### config.mk
export PLATFORM = sky130hd
export DESIGN_NAME = cbor_memo_decoder
export DESIGN_NICKNAME = d
export VERILOG_FILES = /design/src/rtl/cmd_pkg.sv /design/src/rtl/cbor_memo_decoder.sv /design/src/rtl/cmd_front.sv /design/src/rtl/cmd_back.sv
export SDC_FILE = /design/constraint.sdc
export NUM_CORES = 1
export LEC_CHECK = 0
export ABC_AREA = 1
export BUFFER_PORTS_ARGS = -buffer_cell sky130_fd_sc_hd__buf_2
export CAP_MARGIN = 40
export CORE_MARGIN = 8
export CORE_UTILIZATION = 40
export DETAILED_ROUTE_END_ITERATION = 10
export MAX_ROUTING_LAYER = met4
export SETUP_SLACK_MARGIN = 0.02
export SKIP_LAST_GASP = 1
export SLEW_MARGIN = 5
export SYNTH_ARGS = -nofsm -noshare
export SYNTH_HDL_FRONTEND = slang
export SYNTH_SLANG_ARGS = --single-unit
### constraint.sdc
create_clock -name clk -period 9.7 [get_ports clk]
set_input_delay 1.94 -clock clk [delete_from_list [all_inputs] [get_ports clk]]
set_output_delay 1.94 -clock clk [all_outputs]
set_load 0.01 [all_outputs]
### src/rtl/cmd_pkg.sv
`timescale 1ns / 1ps
// ----------------------------------------------------------------------------
// cmd_pkg: shared types and constants of the memo decoder
// Holds the status codes, the job codes that pass from front to back, and
// the memo length limit.
// ----------------------------------------------------------------------------
package cmd_pkg;

    localparam int MEMO_LEN_W      = 10;
    localparam int MAX_MEMO_BYTES_DEF = 1023;

    typedef enum logic [1:0] {
        ST_OK          = 2'd0,
        ST_UNSUPPORTED = 2'd1,
        ST_BAD_PARAM   = 2'd2,
        ST_BAD_STATE   = 2'd3
    } status_t;

    // Work handed from the front end to the back end.
    typedef enum logic [2:0] {
        JOB_NONE   = 3'd0,  // no character; only a chunk acknowledge if needed
        JOB_ERROR  = 3'd1,  // one error word
        JOB_CHAR   = 3'd2,  // one string byte passed through
        JOB_UINT   = 3'd3,  // decimal of the value
        JOB_NINT   = 3'd4   // minus sign and decimal of value plus one
    } job_kind_t;

    typedef struct packed {
        job_kind_t   kind;
        status_t     status;
        logic [7:0]  ch;
        logic [63:0] value;
        logic        chunk_end;
    } job_t;

endpackage

### src/rtl/cbor_memo_decoder.sv
`timescale 1ns / 1ps
// ----------------------------------------------------------------------------
// cbor_memo_decoder: CBOR memo head decoder
// Byte-serial decoder of one CBOR data item into display characters.
// ----------------------------------------------------------------------------
// Each accepted memo word becomes one job in the front end's job register
// and, when it produces a single result word (string bytes, errors, chunk
// acknowledges), the back end loads that word into its output register, so
// strings stream at up to one word per cycle while words are popped.
// An integer head is converted to decimal by shift-and-add-three: once the
// back end takes the job it shifts in all 64 bits of the value and then
// finds the leading digit (the minus sign of a negative value is loaded as
// the job is taken), and the digits follow one per cycle while they are
// popped. New memo words wait in the one-entry job register meanwhile, and
// the input shows full while that register holds a job the back end does
// not take. Configure memo_length only while idle. An error result carries
// character zero; later words of a failed memo report an invalid-state
// error until a head word restarts the decoder.
// ----------------------------------------------------------------------------
module cbor_memo_decoder #(
    parameter int MAX_MEMO_BYTES = cmd_pkg::MAX_MEMO_BYTES_DEF
) (
    input  logic                           clk,
    input  logic                           rst_n,
    input  logic                           cfg_we,
    input  logic [cmd_pkg::MEMO_LEN_W-1:0] cfg_data,
    input  logic                           push,
    output logic                           full,
    input  logic [7:0]                     data_byte,
    input  logic                           first_byte,
    input  logic                           chunk_last,
    output logic                           empty,
    input  logic                           pop,
    output logic [7:0]                     out_char,
    output logic [1:0]                     status,
    output logic                           is_last,
    output logic                           more_wanted
);
    import cmd_pkg::*;

    // Counter wide enough for the memo length limit and the length register.
    localparam int CNT_W = ($clog2(MAX_MEMO_BYTES + 1) > MEMO_LEN_W)
                           ? $clog2(MAX_MEMO_BYTES + 1) : MEMO_LEN_W;

    logic  in_ready;
    logic  job_valid;
    logic  job_ready;
    job_t  job;
    logic  res_valid;

    assign full  = !in_ready;
    assign empty = !res_valid;

    cmd_front #(
        .MAX_MEMO_BYTES (MAX_MEMO_BYTES),
        .CNT_W          (CNT_W)
    ) u_front (
        .clk       (clk),
        .rst_n     (rst_n),
        .cfg_we    (cfg_we),
        .cfg_data  (cfg_data),
        .in_valid  (push),
        .in_ready  (in_ready),
        .in_byte   (data_byte),
        .in_first  (first_byte),
        .in_chunk  (chunk_last),
        .job_valid (job_valid),
        .job_ready (job_ready),
        .job       (job)
    );

    cmd_back u_back (
        .clk        (clk),
        .rst_n      (rst_n),
        .job_valid  (job_valid),
        .job_ready  (job_ready),
        .job        (job),
        .res_valid  (res_valid),
        .res_ready  (pop),
        .res_char   (out_char),
        .res_status (status),
        .res_last   (is_last),
        .res_more   (more_wanted)
    );

endmodule

### src/rtl/cmd_front.sv
`timescale 1ns / 1ps
// ----------------------------------------------------------------------------
// cmd_front: head parser
// Accepts memo words, tracks the head and length bytes, and turns each word
// into one job for the back end.
// ----------------------------------------------------------------------------
module cmd_front #(
    parameter int MAX_MEMO_BYTES = cmd_pkg::MAX_MEMO_BYTES_DEF,
    parameter int CNT_W          = 16
) (
    input  logic                          clk,
    input  logic                          rst_n,
    input  logic                          cfg_we,
    input  logic [cmd_pkg::MEMO_LEN_W-1:0] cfg_data,
    input  logic                          in_valid,
    output logic                          in_ready,
    input  logic [7:0]                    in_byte,
    input  logic                          in_first,
    input  logic                          in_chunk,
    output logic                          job_valid,
    input  logic                          job_ready,
    output cmd_pkg::job_t                 job
);
    import cmd_pkg::*;

    typedef enum logic [2:0] {
        PH_HEAD, PH_LEN, PH_STR, PH_INTDONE, PH_ERR
    } phase_t;

    localparam logic [CNT_W-1:0] MAX_CNT = CNT_W'(MAX_MEMO_BYTES);

    phase_t              phase_reg, phase_next;
    logic [2:0]          major_reg, major_next;
    logic [3:0]          left_reg, left_next;
    logic [63:0]         value_reg, value_next;
    logic [CNT_W-1:0]    remain_reg, remain_next;
    logic [MEMO_LEN_W-1:0] memo_len_reg;
    logic                job_valid_reg;
    job_t                job_reg, job_next;
    logic                take;
    logic [CNT_W-1:0]    memo_cnt;
    logic [4:0]          sc;

    assign in_ready  = !job_valid_reg || job_ready;
    assign take      = in_valid && in_ready;
    assign job_valid = job_valid_reg;
    assign job       = job_reg;
    assign sc        = in_byte[4:0];
    assign memo_cnt  = (CNT_W'(memo_len_reg) > MAX_CNT) ? MAX_CNT : CNT_W'(memo_len_reg);

    always_comb
    begin
        logic [63:0] v;
        logic [2:0]  mk;
        logic [CNT_W-1:0] rem;
        logic        head_done;
        phase_next  = phase_reg;
        major_next  = major_reg;
        left_next   = left_reg;
        value_next  = value_reg;
        remain_next = remain_reg;
        job_next.kind      = JOB_NONE;
        job_next.status    = ST_OK;
        job_next.ch        = in_byte;
        job_next.value     = '0;
        job_next.chunk_end = in_chunk;
        head_done = 1'b0;
        v   = value_reg;
        mk  = major_reg;
        rem = remain_reg;
        if (in_first) begin
            mk = in_byte[7:5];
            major_next = mk;
            left_next  = '0;
            value_next = '0;
            phase_next = PH_HEAD;
            if (memo_cnt == '0) begin
                remain_next = '0;
                job_next.kind = JOB_ERROR; job_next.status = ST_BAD_STATE;
                phase_next = PH_ERR;
            end else begin
                rem = memo_cnt - CNT_W'(1);
                remain_next = rem;
                if (sc < 5'd24) begin
                    v = {59'd0, sc};
                    value_next = v;
                    head_done = 1'b1;
                end else if (sc <= 5'd27) begin
                    left_next  = 4'd1 << sc[1:0];
                    phase_next = PH_LEN;
                end else if (sc == 5'd31) begin
                    job_next.kind = JOB_ERROR; job_next.status = ST_UNSUPPORTED;
                    phase_next = PH_ERR;
                end else begin
                    job_next.kind = JOB_ERROR; job_next.status = ST_BAD_PARAM;
                    phase_next = PH_ERR;
                end
            end
        end else begin
            unique case (phase_reg)
                PH_LEN:
                begin
                    if (remain_reg == '0) begin
                        job_next.kind = JOB_ERROR; job_next.status = ST_BAD_STATE;
                        phase_next = PH_ERR;
                    end else begin
                        rem = remain_reg - CNT_W'(1);
                        remain_next = rem;
                        v = {value_reg[55:0], in_byte};
                        value_next = v;
                        left_next = left_reg - 4'd1;
                        if (left_reg == 4'd1) head_done = 1'b1;
                    end
                end
                PH_STR:
                begin
                    if (remain_reg == '0) begin
                        job_next.kind = JOB_ERROR; job_next.status = ST_BAD_STATE;
                        phase_next = PH_ERR;
                    end else begin
                        remain_next = remain_reg - CNT_W'(1);
                        job_next.kind = JOB_CHAR;
                    end
                end
                PH_INTDONE:
                begin
                    job_next.kind = JOB_ERROR; job_next.status = ST_UNSUPPORTED;
                    phase_next = PH_ERR;
                end
                default:
                begin
                    job_next.kind = JOB_ERROR; job_next.status = ST_BAD_STATE;
                    phase_next = PH_ERR;
                end
            endcase
        end
        if (head_done) begin
            job_next.value = v;
            case (mk)
                3'd0, 3'd1:
                begin
                    if (rem != '0) begin
                        job_next.kind = JOB_ERROR; job_next.status = ST_BAD_STATE;
                        phase_next = PH_ERR;
                    end else begin
                        job_next.kind = (mk == 3'd0) ? JOB_UINT : JOB_NINT;
                        phase_next = PH_INTDONE;
                    end
                end
                3'd3:
                begin
                    if (64'(rem) != v) begin
                        job_next.kind = JOB_ERROR; job_next.status = ST_BAD_STATE;
                        phase_next = PH_ERR;
                    end else begin
                        phase_next = PH_STR;
                    end
                end
                default:
                begin
                    job_next.kind = JOB_ERROR; job_next.status = ST_UNSUPPORTED;
                    phase_next = PH_ERR;
                end
            endcase
        end
    end

    always_ff @(posedge clk or negedge rst_n)
    begin
        if (!rst_n) begin
            phase_reg     <= PH_HEAD;
            major_reg     <= '0;
            left_reg      <= '0;
            value_reg     <= '0;
            remain_reg    <= '0;
            memo_len_reg  <= '0;
            job_valid_reg <= 1'b0;
        end else begin
            if (cfg_we)
                memo_len_reg <= cfg_data;
            if (take) begin
                phase_reg  <= phase_next;
                major_reg  <= major_next;
                left_reg   <= left_next;
                value_reg  <= value_next;
                remain_reg <= remain_next;
            end
            if (in_ready)
                job_valid_reg <= in_valid && (in_chunk || job_next.kind != JOB_NONE);
        end
    end

    always_ff @(posedge clk)
    begin
        if (take)
            job_reg <= job_next;
    end

endmodule

### src/rtl/cmd_back.sv
`timescale 1ns / 1ps
// ----------------------------------------------------------------------------
// cmd_back: result generator
// Carries out one job at a time: passes characters and errors through and
// converts integers to decimal by shift-and-add-three over all 64 bits.
// ----------------------------------------------------------------------------
module cmd_back (
    input  logic           clk,
    input  logic           rst_n,
    input  logic           job_valid,
    output logic           job_ready,
    input  cmd_pkg::job_t  job,
    output logic           res_valid,
    input  logic           res_ready,
    output logic [7:0]     res_char,
    output logic [1:0]     res_status,
    output logic           res_last,
    output logic           res_more
);
    import cmd_pkg::*;

    typedef enum logic [2:0] {
        S_IDLE, S_CONV, S_FIND, S_EMIT, S_SUFFIX
    } state_t;

    localparam int NDIG = 20;

    state_t       state_reg;
    logic [63:0]  bin_reg;        // binary value, shifted out from the top
    logic [79:0]  bcd_reg;        // twenty decimal digits, least significant low
    logic [79:0]  bcd_adj;
    logic [5:0]   bit_reg;
    logic [4:0]   ndig_reg;       // index of the digit shown next
    logic [4:0]   top_idx;
    logic [3:0]   cur_digit;
    logic [2:0]   suf_reg;
    logic         chunk_reg;
    logic         neg_max_reg;
    logic         out_valid_reg;
    logic [7:0]   out_char_reg;
    logic [1:0]   out_status_reg;
    logic         out_last_reg;
    logic         out_more_reg;
    logic         out_free;
    logic         out_load;
    logic [7:0]   suffix_ch;

    assign out_free   = !out_valid_reg || res_ready;
    assign job_ready  = (state_reg == S_IDLE) && out_free;
    assign res_valid  = out_valid_reg;
    assign res_char   = out_char_reg;
    assign res_status = out_status_reg;
    assign res_last   = out_last_reg;
    assign res_more   = out_more_reg;
    assign cur_digit  = bcd_reg[{ndig_reg, 2'b00} +: 4];

    always_comb
    begin
        case (suf_reg)
            3'd0:    suffix_ch = 8'h20;
            3'd1:    suffix_ch = 8'h2d;
            3'd2:    suffix_ch = 8'h20;
            default: suffix_ch = 8'h31;
        endcase
    end

    // Every digit of five or more gets three added before the next shift.
    always_comb
    begin
        logic [3:0] d;
        for (int i = 0; i < NDIG; i++)
        begin
            d = bcd_reg[4*i +: 4];
            bcd_adj[4*i +: 4] = (d >= 4'd5) ? d + 4'd3 : d;
        end
    end

    // Highest nonzero digit; a zero value still shows one digit.
    always_comb
    begin
        top_idx = '0;
        for (int i = 1; i < NDIG; i++)
        begin
            if (bcd_reg[4*i +: 4] != 4'd0)
                top_idx = 5'(i);
        end
    end

    always_comb
    begin
        unique case (state_reg)
            S_IDLE:           out_load = out_free && job_valid && (job.kind != JOB_UINT);
            S_EMIT, S_SUFFIX: out_load = out_free;
            default:          out_load = 1'b0;
        endcase
    end

    always_ff @(posedge clk or negedge rst_n)
    begin
        if (!rst_n)
        begin
            state_reg      <= S_IDLE;
            out_valid_reg  <= 1'b0;
            bin_reg        <= '0;
            bcd_reg        <= '0;
            bit_reg        <= '0;
            ndig_reg       <= '0;
            suf_reg        <= '0;
            chunk_reg      <= 1'b0;
            neg_max_reg    <= 1'b0;
            out_char_reg   <= '0;
            out_status_reg <= '0;
            out_last_reg   <= 1'b0;
            out_more_reg   <= 1'b0;
        end
        else
        begin
            if (out_load)
                out_valid_reg <= 1'b1;
            else if (res_ready)
                out_valid_reg <= 1'b0;
            unique case (state_reg)
                S_IDLE:
                begin
                    if (job_valid && out_free)
                    begin
                        chunk_reg <= job.chunk_end;
                        unique case (job.kind) inside
                            JOB_UINT, JOB_NINT:
                            begin
                                neg_max_reg <= (job.kind == JOB_NINT) && (&job.value);
                                bin_reg <= (job.kind == JOB_NINT && !(&job.value))
                                           ? job.value + 64'd1 : job.value;
                                bcd_reg <= '0;
                                bit_reg <= '0;
                                suf_reg <= '0;
                                if (job.kind == JOB_NINT)
                                begin
                                    out_char_reg   <= 8'h2d;
                                    out_status_reg <= ST_OK;
                                    out_last_reg   <= 1'b0;
                                    out_more_reg   <= 1'b0;
                                end
                                state_reg <= S_CONV;
                            end
                            JOB_CHAR:
                            begin
                                out_char_reg   <= job.ch;
                                out_status_reg <= ST_OK;
                                out_last_reg   <= 1'b1;
                                out_more_reg   <= job.chunk_end;
                            end
                            JOB_ERROR:
                            begin
                                out_char_reg   <= '0;
                                out_status_reg <= job.status;
                                out_last_reg   <= 1'b1;
                                out_more_reg   <= 1'b0;
                            end
                            default:
                            begin
                                out_char_reg   <= '0;
                                out_status_reg <= ST_OK;
                                out_last_reg   <= 1'b1;
                                out_more_reg   <= 1'b1;
                            end
                        endcase
                    end
                end
                S_CONV:
                begin
                    bcd_reg <= {bcd_adj[78:0], bin_reg[63]};
                    bin_reg <= {bin_reg[62:0], 1'b0};
                    bit_reg <= bit_reg + 6'd1;
                    if (bit_reg == 6'd63)
                        state_reg <= S_FIND;
                end
                S_FIND:
                begin
                    ndig_reg  <= top_idx;
                    state_reg <= S_EMIT;
                end
                S_EMIT:
                begin
                    if (out_free)
                    begin
                        out_char_reg   <= 8'h30 + {4'd0, cur_digit};
                        out_status_reg <= ST_OK;
                        if (ndig_reg == 5'd0)
                        begin
                            if (neg_max_reg)
                            begin
                                out_last_reg <= 1'b0;
                                out_more_reg <= 1'b0;
                                state_reg    <= S_SUFFIX;
                            end
                            else
                            begin
                                out_last_reg <= 1'b1;
                                out_more_reg <= chunk_reg;
                                state_reg    <= S_IDLE;
                            end
                        end
                        else
                        begin
                            ndig_reg     <= ndig_reg - 5'd1;
                            out_last_reg <= 1'b0;
                            out_more_reg <= 1'b0;
                        end
                    end
                end
                S_SUFFIX:
                begin
                    if (out_free)
                    begin
                        out_char_reg   <= suffix_ch;
                        out_status_reg <= ST_OK;
                        suf_reg        <= suf_reg + 3'd1;
                        out_last_reg   <= (suf_reg == 3'd3);
                        out_more_reg   <= (suf_reg == 3'd3) && chunk_reg;
                        if (suf_reg == 3'd3)
                            state_reg <= S_IDLE;
                    end
                end
                default:
                begin
                    state_reg <= S_IDLE;
                end
            endcase
        end
    end

endmodule

After elaboration in Yosys (flattened, before gate mapping)
Index checks and enable logic that the tools add are counted.
Word-level totals
  bits in registers: 349
  input bits: 25
  output and inout port bits: 14
  word-level logic and storage cells: 327
Cells by class
  add/subtract/negate cells: 28
  magnitude comparators: 23
  eq/ne operators: 33
  shifts and indexed selects: 2
  muxes and demuxes: 149
  reductions and logical operators: 67
Operator list (count)
  64-bit 2-to-1 mux: 10
  80-bit 2-to-1 mux: 2
  80-bit one-hot mux with 2 select lines: 1
  4-bit 2-to-1 mux: 33
  64-bit one-hot mux with 2 select lines: 1
  3-bit 2-to-1 mux: 29
  4-bit by 3-bit >= comparator with 1-bit output (second input constant): 20
  10-bit 2-to-1 mux: 8
  80-bit by 8-bit variable part select with 4-bit output: 1
  4-bit by 2-bit adder with 4-bit output (second input constant): 19
  4-bit nonzero test: 19
  5-bit 2-to-1 mux: 13
  64-bit by 1-bit adder with 64-bit output (second input constant): 1
  10-bit by 64-bit inequality test with 1-bit output: 1
  64-bit AND reduction: 1
  8-bit 2-to-1 mux: 4
  5-bit one-hot mux with 2 select lines: 3
  3-bit by 2-bit equality test with 1-bit output (second input constant): 9
  8-bit one-hot mux with 3 select lines: 1
  1-bit 2-to-1 mux: 21
  10-bit logical NOT: 2
  10-bit by 1-bit subtractor with 10-bit output (second input constant): 2
  2-bit 2-to-1 mux: 9
  8-bit one-hot mux with 2 select lines: 1
  other kinds (42): 91

Depth between registers and ports, before layout
Gate-level depths: netlist of run 1.
  word-level depth: 21
  gate-level depth with buffers: 23
  mapped depth without buffers: 22

By module
From an unflattened synthesis of run 1, not the netlist that was laid out.
Unflattened totals
  cells, all modules: 2988
  area total of the unflattened synthesis: 22215.1 um^2
Modules (own cells, without submodules)
  cmd_back: times used 1, cells each 1747, area an instance 12570.8 um^2, sequential area each 4404.2 um^2
  cmd_front: times used 1, cells each 1239, area an instance 9636.7 um^2, sequential area each 4719.5 um^2
  cbor_memo_decoder: times used 1, cells each 2, area an instance 7.5 um^2, sequential area each 0.0 um^2

Least setup slack after synthesis of run 1
Ideal clock, no wire load.
  kind: input to register
  from: in pop
  to: reg u_front.value_reg[3]
  library setup time: 0.250 ns
  arrival: 5.091 ns
  required time: 9.450 ns
  setup slack: 4.359 ns
  cell stages on the path: 8
  path buffers: 1
  cell sequence: nor2_1 inv_1 nand2_1 nand2_1 inv_1 nor2_1 clkbuf_1 a31oi_1
Between the ends
  word-level cells in the longest chain between the ends: 4
Ends and longest elaborated chain
  from (decl): RTL line cbor_memo_decoder.sv:33  | input logic pop,
  1-bit logical OR: RTL line cmd_back.sv:48  | assign out_free = !out_valid_reg || res_ready;
  1-bit logical AND: RTL line cmd_back.sv:49  | assign job_ready = (state_reg == S_IDLE) && out_free;
  1-bit logical OR: RTL line cmd_front.sv:44  | assign in_ready = !job_valid_reg || job_ready;
  1-bit logical AND: RTL line cmd_front.sv:45  | assign take = in_valid && in_ready;
  via u_front.take: RTL line cmd_front.sv:40  | logic take;
  to (signal assigned): RTL line cmd_front.sv:185  | value_reg <= value_next;
  to (decl): RTL line cmd_front.sv:35  | logic [63:0] value_reg, value_next;
The timed path passes the listed nets, and every way through them passes these cells.
A chain may end at the register's enable or synchronous reset.

Worst setup path in the final report of run 1
  from: in first_byte
  to: reg u_front.job_valid_reg, in the netlist u_front.job_valid
Between the ends
  word-level cells in the longest chain between the ends: 9
  elaborated cells on any way between the ends: 19
  classes of those cells: eq/ne (3); mux (10); reduce/logical (6)
Ends and longest elaborated chain
  from (decl): RTL line cbor_memo_decoder.sv:30  | input logic first_byte,
  parallel branches: the longest is 5 deep, another holds 10-bit by 64-bit inequality test with 1-bit output
  5-bit 2-to-1 mux *: RTL line cmd_front.sv:137  | if (head_done) begin
  3-bit nonzero test *: RTL line cmd_front.sv:189  | job_valid_reg <= in_valid && (in_chunk || job_next.kind != JOB_NONE);
  1-bit logical OR *: RTL line cmd_front.sv:189
  1-bit logical AND *: RTL line cmd_front.sv:189
  to (signal assigned): RTL line cmd_front.sv:189
  to (decl): RTL line cmd_front.sv:38  | logic job_valid_reg;
Mark *: on every way between the ends.

==> results.tsv, run 1 <==
stage	metric	value	unit
synth	ys flop type	dfrtp_1	
die	row count	85	
timing	Hold Slack	0.4725	ns
pwr	leakage	10.82	nW
clock_tree	TritonCTS clock tree	done	
final_layout	Post-Layout Inst Area	23950	sq um
timing	min Tclk post-route	4.793	ns
timing	actual slew at the worst max-slew pin	0.8911	ns
clock_tree	root buffer cell	clkbuf_16	
clock_tree	Max H-tree Level	2	
worst_setup_path	CP bufs+invs	4	
clock_tree	total CTS buffers	43	
detailed_routing	1st-iter DRT viols	1470	
timing	final setup violation count	0	
synth	Simple-Gate Fraction of Synth Area	24.73	%
flow_run	Maximum Capacitance Violations	0	
timing	fin. max-slew vios	0	
timing	RSZ-0062 raised after global routing	false	
detailed_routing	DR DRC count	0	
global_routing	GRT overflow	0	
final_layout	number of diodes	0	
final_layout	area occupied by multi-input gates	10570	sq um
worst_setup_path	WP data arrival	5.25	ns
final_layout	layout cell share with drive strength beyond 1	7.429	%
clock_tree	Post-CTS Setup Bufs	0	
final_layout	most frequent cells in the layout	nand2_1 (628), inv_1 (386), o21ai_0 (278)	
timing	Fin Setup TNS	0	ns
detailed_routing	Avg Vias per Cell	5.443	
pwr	pwr/cell area	308.1	nW/um^2
synth	Post-Syn Area	21770	sq um
placed_design	GP Congestion	0.8933	
timing	final worst-path cycle share	49.42	%
timing	FMAX	0.2086	GHz
die	core area	53810	sq um
worst_setup_path	CP Capture Type	flop	
final_layout	nets	2968	
worst_setup_path	Setup crit start kind	input port	
min_path	Hold/Removal Path Class	reg2reg	
final_layout	filler cell count	5440	
final_layout	utilization after layout	44.50	%
final_layout	max reg flops	80	
synth	#FFs+latches synth	349	
placed_design	post-DP HPWL	43840	um
synth	cells after synthesis	2908	
synth	Seq/Total Area, Yosys	41.90	%
timing	Final Hold Viols	0	
worst_setup_path	family with the most delay on the worst path	buffers and inverters	
pwr	Final Power	7.377	mW
clock_tree	Hold-fix buffers, CTS	0	
detailed_routing	Avg WL per Cell	17.11	um
die	Die X-Extent	249.3	um
die	# IOs	39	
die	die area	62160	sq um
die	Die Y	249.3	um
synth	xor/xnor share of the synthesized area	3.339	%
global_routing	largest net degree at the start of global routing	93	
worst_setup_path	CP peak stage delay	0.59	ns
worst_setup_path	Critical Path Slowest Stage Cell	buf_4	
global_routing	initial antenna violation count	0	
global_routing	Global Route Usage Sum	20.04	%
clock_tree	Max Buffers Root-to-Sink	3	
synth	multiplexer share of the synthesized area	0.04597	%
synth	largest family of logic cells by synthesized area	simple AND/OR/NAND/NOR gates	
detailed_routing	post-route ant nets	0	
clock_tree	Clock Sinks	349	
synth	Synthesized Nets	2985	
status	status	completed	
worst_setup_path	Setup CP Type	in2reg	
clock_tree	CTS resizes	0	
synth	Synth Area per Inst	7.488	sq um
global_routing	vias in the first global route	19250	
placed_design	Placed Instance Area	22580	sq um
clock_tree	clk slew on worst S/H paths	0.06	ns
detailed_routing	vias	19690	
pwr	peak supply drop	0.1740	mV
global_routing	global-route wire length before repair	101200	um
worst_setup_path	crit path max fanout	69	
final_layout	most common cell after layout, fill and taps aside	nand2_1	
timing	worst clock skew	0.03675	ns
worst_setup_path	CP required	10.16	ns
placed_design	number of buffers inserted by port buffering	38	
synth	yosys warns	0	
detailed_routing	1st-pass router iterations	5	
final_layout	Area growth, synth to finish	9.975	%
synth	Synth async-reset ratio	77.65	%
clock_tree	clk_lat worst skew	0.58	ns
die	initial core utilization	40.46	%
synth	Distinct cells, synth	58	
timing	Slew HR	40.60	%
worst_setup_path	CP most frequent cell	nand3_1	
synth	Compound-Gate Fraction of Synth Area	17.35	%
synth	post-synthesis adder-cell area fraction	2.988	%
detailed_routing	Routed WL	61890	um
final_layout	storage element area	9124	sq um
worst_setup_path	Cell Chain, Critical Path	buf_2 > buf_4 > inv_2 > a21oi_4 > buf_4 > nand3_1 > nand3_1 > nand2_1 > nor3_2 > nand3_1 > nor2_2 > nand3_1 > nand3_2 > nand3_2 > o21bai_1 > nand2_1	
synth	EDFF count, synth	78	
==> worst register-to-register path, delay by kind of cell (launching register included) <==
| kind | cells | cell delay (ns) |
|---|---|---|
| AOI/OAI and AO/OA | 1 | 0.14 |
| buffers and inverters | 4 | 1.43 |
| DFF | 1 | 0.34 |
| and+or+nand+nor | 16 | 2.01 |
| adders and majority gates | 1 | 0.32 |
==> final timing paths <==
kind,start,end,slack [ns],cells after the start
min in group asynchronous,rst_n,u_back.bcd_reg[54],1.40,1
setup / recovery,first_byte,u_front.job_valid,4.91,16
max in group asynchronous,rst_n,u_back.bin_reg[51],6.94,2
setup reg to reg,u_front.remain_reg[0],u_front.job_valid,5.36,22
hold reg to reg,u_back.bin_reg[12],u_back.bin_reg[13],0.47,2
hold / removal,u_back.bin_reg[12],u_back.bin_reg[13],0.47,2
==> synth_stat cells, drive strengths merged, types with 2 or more instances <==
library cell  instances  area share, %
nand3b                5           0.17
o31ai                 5           0.17
nand4                38            1.1
ha                   52            3.0
a32o                  2          0.092
a22oi                 2          0.069
a21oi               215            5.0
xnor2                19           0.76
clkbuf               74            1.3
a211oi                6           0.21
nand2               636             11
or2                  20           0.57
inv                 397            6.8
o21ai               293            6.8
or4                   2          0.069
edfxtp               78             11
buf                  54            1.5
a31oi                13           0.37
nand3               245            5.9
o221ai               21           0.84
o211ai               22           0.87
nor2                221            4.0
clkinv                3          0.057
o32ai                35            1.4
nor3                 44            1.1
o311ai                3           0.12
dfrtp               271             31
nor4                 21           0.63
a22o                  2          0.080
o21bai                4           0.14
o22ai                33           0.95
xor2                 64            2.6
==> metrics by stage <==
step | instances | setup slack (ns)
after floorplan | 2908 | 4.359
after global placement | 3536 | 4.382
after detailed placement | 3542 | 4.330
after CTS | 3617 | 4.859
after global routing | 3617 | 4.652
final | 3617 | 4.907
==> area by class of cell <==
| class | instances | share of cell area, % |
|---|---|---|
| Clock inverter | 20 | 0.8046 |
| Tap cell | 696 | 3.637 |
| Multi-Input combinational cell | 2031 | 44.15 |
| Sequential cell | 349 | 38.10 |
| Clock buffer | 55 | 4.891 |
| Inverter | 400 | 6.286 |
| Timing Repair Buffer | 66 | 2.132 |
==> power by group <==
part	switching, mW	internal (mW)	total [mW]
clock network	0.644	0.932	1.58
registers	0.467	2.10	2.56
logic	2.15	1.09	3.24
total	3.26	4.12	7.38
==> logic make-up after synthesis <==
logic type | after synthesis
compound gates | 662
buf+inv | 528
fa+ha+maj | 52
simple gates | 1233
mux | 1
xor+xnor | 83
flops | 349
==> routing by layer <==
| metal | vias to the layer above | global-route usage (%) | part of all wire [%] |
|---|---|---|---|
| met5 | - | - | 0 |
| li1 | 9701 | - | - |
| met2 | 493 | 32.31 | 47 |
| met4 | 0 | 6.824 | 3.4 |
| met3 | 116 | 2.263 | 4.7 |
| met1 | 9376 | 26.11 | 45 |
No activity file was read; power rests on OpenSTA's default activity.
==> inputs of run 2 (changes only) <==
==> constraint.sdc (replaced) <==
create_clock -name clk -period 4 [get_ports clk]
set_input_delay 0.8 -clock clk [delete_from_list [all_inputs] [get_ports clk]]
set_output_delay 0.8 -clock clk [all_outputs]
set_load 0.01 [all_outputs]
==> run 2 against run 1 <==
Net effect: clock power grew to 2.5 times the previous value; die area is the same; power grew 150%; final cell count grew 0.58%; sequential power grew 140%; utilization grew 0.43 points; sequential share of layout area shrank 0.37 points; worst hold slack lost 0.19 ns; register-to-register slack lost 4.9 ns; critical endpoint unchanged; largest power group unchanged.
==> results.tsv, run 2 (same netlist as run 1, synthesis figures left out) <==
stage	metric	value	unit	change
global_routing	global-route wire length before repair	102700	um	+1.5%
status	status	completed		
worst_setup_path	CP required	4.47	ns	-5.69 ns
die	Die X-Extent	249.3	um	unchanged
worst_setup_path	Setup CP Type	reg2reg		
placed_design	number of buffers inserted by port buffering	38		unchanged
die	row count	85		unchanged
clock_tree	TritonCTS clock tree	done		
clock_tree	CTS resizes	0		unchanged
worst_setup_path	CP peak stage delay	0.38	ns	-0.21 ns
detailed_routing	Routed WL	63380	um	+2.4%
timing	RSZ-0062 raised after global routing	false		
timing	Fin Setup TNS	0	ns	unchanged
die	Die Y	249.3	um	unchanged
clock_tree	clk slew on worst S/H paths	0.06	ns	about the same
timing	actual slew at the worst max-slew pin	0.8854	ns	-0.005702 ns
final_layout	layout cell share with drive strength beyond 1	7.888	%	+0.46 points
clock_tree	Post-CTS Setup Bufs	0		unchanged
worst_setup_path	CP most frequent cell	nand2_1		
timing	Final Hold Viols	0		unchanged
detailed_routing	vias	19770		+0.41%
pwr	Final Power	18.11	mW	+150%
worst_setup_path	Critical Path Slowest Stage Cell	clkinv_1		
global_routing	vias in the first global route	19160		-0.47%
timing	Slew HR	40.98	%	+0.38 points
detailed_routing	Avg WL per Cell	17.42	um	+1.8%
flow_run	Maximum Capacitance Violations	0		unchanged
clock_tree	clk_lat worst skew	0.59	ns	about the same
clock_tree	Max Buffers Root-to-Sink	3		unchanged
worst_setup_path	crit path max fanout	19		-72%
timing	worst clock skew	0.03025	ns	-0.006500 ns
final_layout	most frequent cells in the layout	nand2_1 (628), inv_1 (386), o21ai_0 (278)		
timing	FMAX	0.2818	GHz	
die	core area	53810	sq um	unchanged
final_layout	most common cell after layout, fill and taps aside	nand2_1		
worst_setup_path	Setup crit start kind	flop		
worst_setup_path	Cell Chain, Critical Path	inv_1 > ha_1 > nand2_2 > nor2_4 > nand2_2 > buf_4 > clkinv_1 > nand2_1 > nand2_1 > nand2_1 > nand2_1 > inv_1 > nand2_1 > a21oi_1 > nand3_1 > nor2_2 > nand3_1 > nand3_2 > nand3_2 > o21bai_1 > nand2_1		
worst_setup_path	CP Capture Type	flop		
global_routing	GRT overflow	0		unchanged
timing	final setup violation count	0		unchanged
detailed_routing	1st-iter DRT viols	1639		+11%
worst_setup_path	family with the most delay on the worst path	simple AND/OR/NAND/NOR gates		
detailed_routing	post-route ant nets	0		unchanged
worst_setup_path	WP data arrival	4.02	ns	-1.23 ns
placed_design	GP Congestion	0.8954		+0.24%
final_layout	Area growth, synth to finish	11.05	%	
global_routing	initial antenna violation count	1		+1
clock_tree	Max H-tree Level	2		unchanged
pwr	peak supply drop	0.3906	mV	+120%
timing	min Tclk post-route	3.549	ns	
global_routing	Global Route Usage Sum	20.48	%	+0.44 points
worst_setup_path	CP bufs+invs	4		unchanged
clock_tree	root buffer cell	clkbuf_16		
clock_tree	Clock Sinks	349		unchanged
die	initial core utilization	40.46	%	unchanged
timing	final worst-path cycle share	88.72	%	
die	# IOs	39		unchanged
clock_tree	Hold-fix buffers, CTS	0		unchanged
placed_design	post-DP HPWL	45390	um	+3.5%
min_path	Hold/Removal Path Class	in2async		
die	die area	62160	sq um	unchanged
final_layout	max reg flops	80		unchanged
timing	fin. max-slew vios	0		unchanged
clock_tree	total CTS buffers	43		unchanged
final_layout	nets	2983		+0.51%
pwr	leakage	10.93	nW	+0.98%
detailed_routing	Avg Vias per Cell	5.433		-0.17%
detailed_routing	DR DRC count	0		unchanged
global_routing	largest net degree at the start of global routing	103		+11%
pwr	pwr/cell area	749.1	nW/um^2	+140%
final_layout	filler cell count	5398		-0.77%
detailed_routing	1st-pass router iterations	6		+1
[run 2: cell count changes in the layout (fill, tap and decap cells not counted), sizes merged]
cell,delta
buf,+15
clkbuf,+8
clkinv,-4
clkinvlp,+1
diode,+1
[run 2: routing by layer]
layer,track usage [%],vias up,wire [um]
li1,-,9716,-
met1,27.11,9415,29240
met2,32.12,507,29070
met3,2.441,129,2885
met4,7.577,0,2178
met5,-,-,0
[run 2: area by class of cell]
type                       instances  area [sq um]  area share [%]
multi-input combinational       2031         10570           43.72
sequential                       349          9124           37.73
inverter                         400          1505           6.225
clock buffer                      63          1254           5.185
tap                              696         870.8           3.601
timing repair buffer              81         660.6           2.732
clock inverter                    17         191.4          0.7917
antenna                            1         2.502         0.01035
[run 2: where the power goes]
part | internal [mW] | leakage, nW | total [mW] | switching (mW)
sequential | 5.08 | 4.24 | 6.21 | 1.13
combinational | 2.65 | 5.99 | 7.92 | 5.27
clock | 2.38 | 0.696 | 3.99 | 1.61
total | 10.1 | 10.9 | 18.1 | 8.00
[run 2: worst paths after layout]
path / startpoint / end / slack, ns / cells past startpoint
min in group clk: data_byte[6] / u_front.job[71] / 0.41 / 1
worst max register to register: u_front.memo_len_reg[0] / u_front.job_valid / 0.45 / 21
worst max-delay path: u_front.memo_len_reg[0] / u_front.job_valid / 0.45 / 21
worst min-delay path: rst_n / u_back.bcd_reg[52] / 0.29 / 1
worst min register to register: u_back.chunk_reg / u_back.chunk_reg / 0.48 / 2
max in group asynchronous: rst_n / u_front.memo_len_reg[4] / 2.86 / 2
[run 2: per-stage QoR]
stage | instance area (sq um) | hold slack (ns) | instances | worst slack [ns] | utilization, %
2_1_floorplan | 21780 | 0.4422 | 2908 | 1.034 | -
3_3_place_gp | 22730 | 0.4616 | 3557 | 0.3713 | 42.24
3_5_place_dp | 22730 | 0.4678 | 3557 | 0.4096 | 42.24
4_1_cts | 24180 | 0.3094 | 3637 | 0.3908 | 44.93
5_1_grt | 24180 | 0.3437 | 3638 | 0.1496 | 44.93
6_report | 24180 | 0.2875 | 3638 | 0.4513 | 44.93
==> inputs of run 3 (changes only) <==
==> constraint.sdc (replaced) <==
create_clock -name clk -period 4.45 [get_ports clk]
set_input_delay 0.89 -clock clk [delete_from_list [all_inputs] [get_ports clk]]
set_output_delay 0.89 -clock clk [all_outputs]
set_load 0.01 [all_outputs]
==> run 3 against run 2 <==
Net effect: largest power group unchanged; worst hold slack gained 0.067 ns; design area shrank 0.75%; combinational power down 10%; flip-flop and latch count is the same; clock-buffer cell count down 5; worst setup slack better by 0.31 ns; sequential share of layout area rose by 0.28 points; global-route usage down 0.30 points; non-clock buffer count down 7.
==> results.tsv, run 3 (same netlist as run 1, synthesis figures left out) <==
stage	metric	value	unit	change
status	status	completed		
timing	RSZ-0062 raised after global routing	false		
final_layout	layout cell share with drive strength beyond 1	7.713	%	-0.18 points
timing	Fin Setup TNS	0	ns	unchanged
pwr	leakage	10.87	nW	-0.58%
pwr	peak supply drop	0.3837	mV	-1.8%
timing	worst clock skew	0.02894	ns	-0.001306 ns
detailed_routing	DR DRC count	0		unchanged
timing	final setup violation count	0		unchanged
worst_setup_path	Setup crit start kind	flop		
worst_setup_path	WP data arrival	4.16	ns	+0.14 ns
flow_run	Maximum Capacitance Violations	0		unchanged
clock_tree	Clock Sinks	349		unchanged
clock_tree	total CTS buffers	41		-4.7%
clock_tree	Hold-fix buffers, CTS	0		unchanged
timing	Hold Slack	0.3544	ns	+0.06699 ns
die	initial core utilization	40.46	%	unchanged
worst_setup_path	Setup CP Type	reg2reg		
final_layout	most common cell after layout, fill and taps aside	nand2_1		
global_routing	largest net degree at the start of global routing	87		-16%
detailed_routing	Avg Vias per Cell	5.470		+0.67%
worst_setup_path	CP Capture Type	flop		
final_layout	Post-Layout Inst Area	24000	sq um	-0.75%
min_path	Hold/Removal Path Class	in2async		
final_layout	Cell Count, Final, Fillers Out	3626		-0.33%
detailed_routing	Avg WL per Cell	17.24	um	-1.0%
placed_design	post-DP HPWL	44140	um	-2.8%
die	Die Y	249.3	um	unchanged
detailed_routing	1st-pass router iterations	6		unchanged
placed_design	Placed Instance Area	22610	sq um	-0.56%
timing	Final Hold Viols	0		unchanged
timing	FMAX	0.2708	GHz	-3.9%
placed_design	placed cells	3550		-0.20%
placed_design	DP Worst Slack	0.7693	ns	+0.3598 ns
timing	final worst-path cycle share	83.00	%	-5.7 points
detailed_routing	Routed WL	62510	um	-1.4%
clock_tree	clk_lat worst skew	0.57	ns	-0.02 ns
worst_setup_path	family with the most delay on the worst path	simple AND/OR/NAND/NOR gates		
clock_tree	clk slew on worst S/H paths	0.06	ns	about the same
global_routing	GRT overflow	0		unchanged
worst_setup_path	CP peak stage delay	0.32	ns	-0.06 ns
worst_setup_path	Critical Path Slowest Stage Cell	dfrtp_1		
final_layout	number of diodes	0		-1
timing	fin. max-slew vios	0		unchanged
global_routing	Global Route Usage Sum	20.18	%	-0.30 points
final_layout	Area growth, synth to finish	10.22	%	
final_layout	most frequent cells in the layout	nand2_1 (628), inv_1 (386), o21ai_0 (278)		
global_routing	vias in the first global route	19470		+1.6%
placed_design	GP Congestion	0.9560		+6.8%
final_layout	nets	2974		-0.30%
global_routing	initial antenna violation count	0		-1
clock_tree	CTS resizes	0		unchanged
timing	actual slew at the worst max-slew pin	0.8927	ns	+0.007307 ns
worst_setup_path	crit path max fanout	18		-1
die	core area	53810	sq um	unchanged
worst_setup_path	CP bufs+invs	4		unchanged
timing	min Tclk post-route	3.693	ns	+0.1447 ns
clock_tree	Post-CTS Setup Bufs	0		unchanged
worst_setup_path	CP required	4.91	ns	+0.44 ns
final_layout	filler cell count	5463		+1.2%
pwr	Final Power	16.17	mW	-11%
clock_tree	TritonCTS clock tree	done		
detailed_routing	vias	19830		+0.33%
die	Die X-Extent	249.3	um	unchanged
final_layout	utilization after layout	44.60	%	-0.33 points
clock_tree	Max H-tree Level	2		unchanged
worst_setup_path	CP most frequent cell	nand2_1		
detailed_routing	post-route ant nets	0		unchanged
global_routing	global-route wire length before repair	102300	um	-0.43%
clock_tree	root buffer cell	clkbuf_16		
pwr	pwr/cell area	673.8	nW/um^2	-10%
die	die area	62160	sq um	unchanged
die	# IOs	39		unchanged
clock_tree	Max Buffers Root-to-Sink	3		unchanged
worst_setup_path	Cell Chain, Critical Path	inv_1 > ha_1 > nand2_2 > nor2_4 > nand2_2 > buf_4 > clkinv_1 > nand2_1 > nand2_1 > nand2_1 > nand2_1 > inv_1 > nand2_1 > a21oi_1 > nand3_1 > nor2_2 > nand3_1 > nand3_2 > nand3_2 > o21bai_1 > nand2_1		
detailed_routing	1st-iter DRT viols	1463		-11%
timing	Slew HR	40.42	%	-0.55 points
die	row count	85		unchanged
placed_design	number of buffers inserted by port buffering	38		unchanged
final_layout	max reg flops	80		unchanged
timing	Final WS setup	0.7566	ns	+0.3053 ns
-- run 3: layer usage --
layer  routed length, um  global-route usage, %  vias up
met2               29180                  32.42      582
met4                1757                  6.757        0
met5                   0                      -        -
met1               28390                  26.45     9431
li1                    -                      -     9710
met3                3183                  2.243      110
-- run 3: cell type report --
cell class              count  area (sq um)  area share (%)
multi-input cells        2031         10570           44.05
flip-flops and latches    349          9124           38.01
inverters                 400          1505           6.271
clock buffers              58          1222           5.093
well taps                 696         870.8           3.628
repair buffers             74         533.0           2.221
clock inverters            18         172.7          0.7194
-- run 3: path summary, 6_finish.rpt --
check                                   startpoint                     to  cells after the start  slack (ns)
max in group asynchronous                    rst_n  u_front.value_reg[54]                      2        3.08
max                        u_front.memo_len_reg[0]      u_front.job_valid                     21        0.76
min reg2reg                       u_back.chunk_reg       u_back.chunk_reg                      2        0.47
min in group clk                  u_back.chunk_reg       u_back.chunk_reg                      2        0.47
max reg2reg                u_front.memo_len_reg[0]      u_front.job_valid                     21        0.76
min                                          rst_n     u_back.bcd_reg[54]                      1        0.35
-- run 3: power breakdown --
| group | leakage [nW] | total (mW) | internal, mW | switching (mW) |
|---|---|---|---|---|
| Sequential | 4.24 | 5.57 | 4.57 | 1.00 |
| Combinational | 5.93 | 7.11 | 2.36 | 4.75 |
| Clock | 0.696 | 3.50 | 2.09 | 1.41 |
| Total | 10.9 | 16.2 | 9.01 | 7.16 |
-- run 3: worst reg2reg max path, stage by stage (launching register included) --
cell	delay [ns]
dfrtp_1	0.32
inv_1	0.09
ha_1	0.27
nand2_2	0.14
nor2_4	0.06
nand2_2	0.30
buf_4	0.32
clkinv_1	0.33
nand2_1	0.14
nand2_1	0.06
nand2_1	0.06
nand2_1	0.12
inv_1	0.11
nand2_1	0.05
a21oi_1	0.26
nand3_1	0.23
nor2_2	0.20
nand3_1	0.13
nand3_2	0.13
nand3_2	0.07
o21bai_1	0.15
nand2_1	0.06
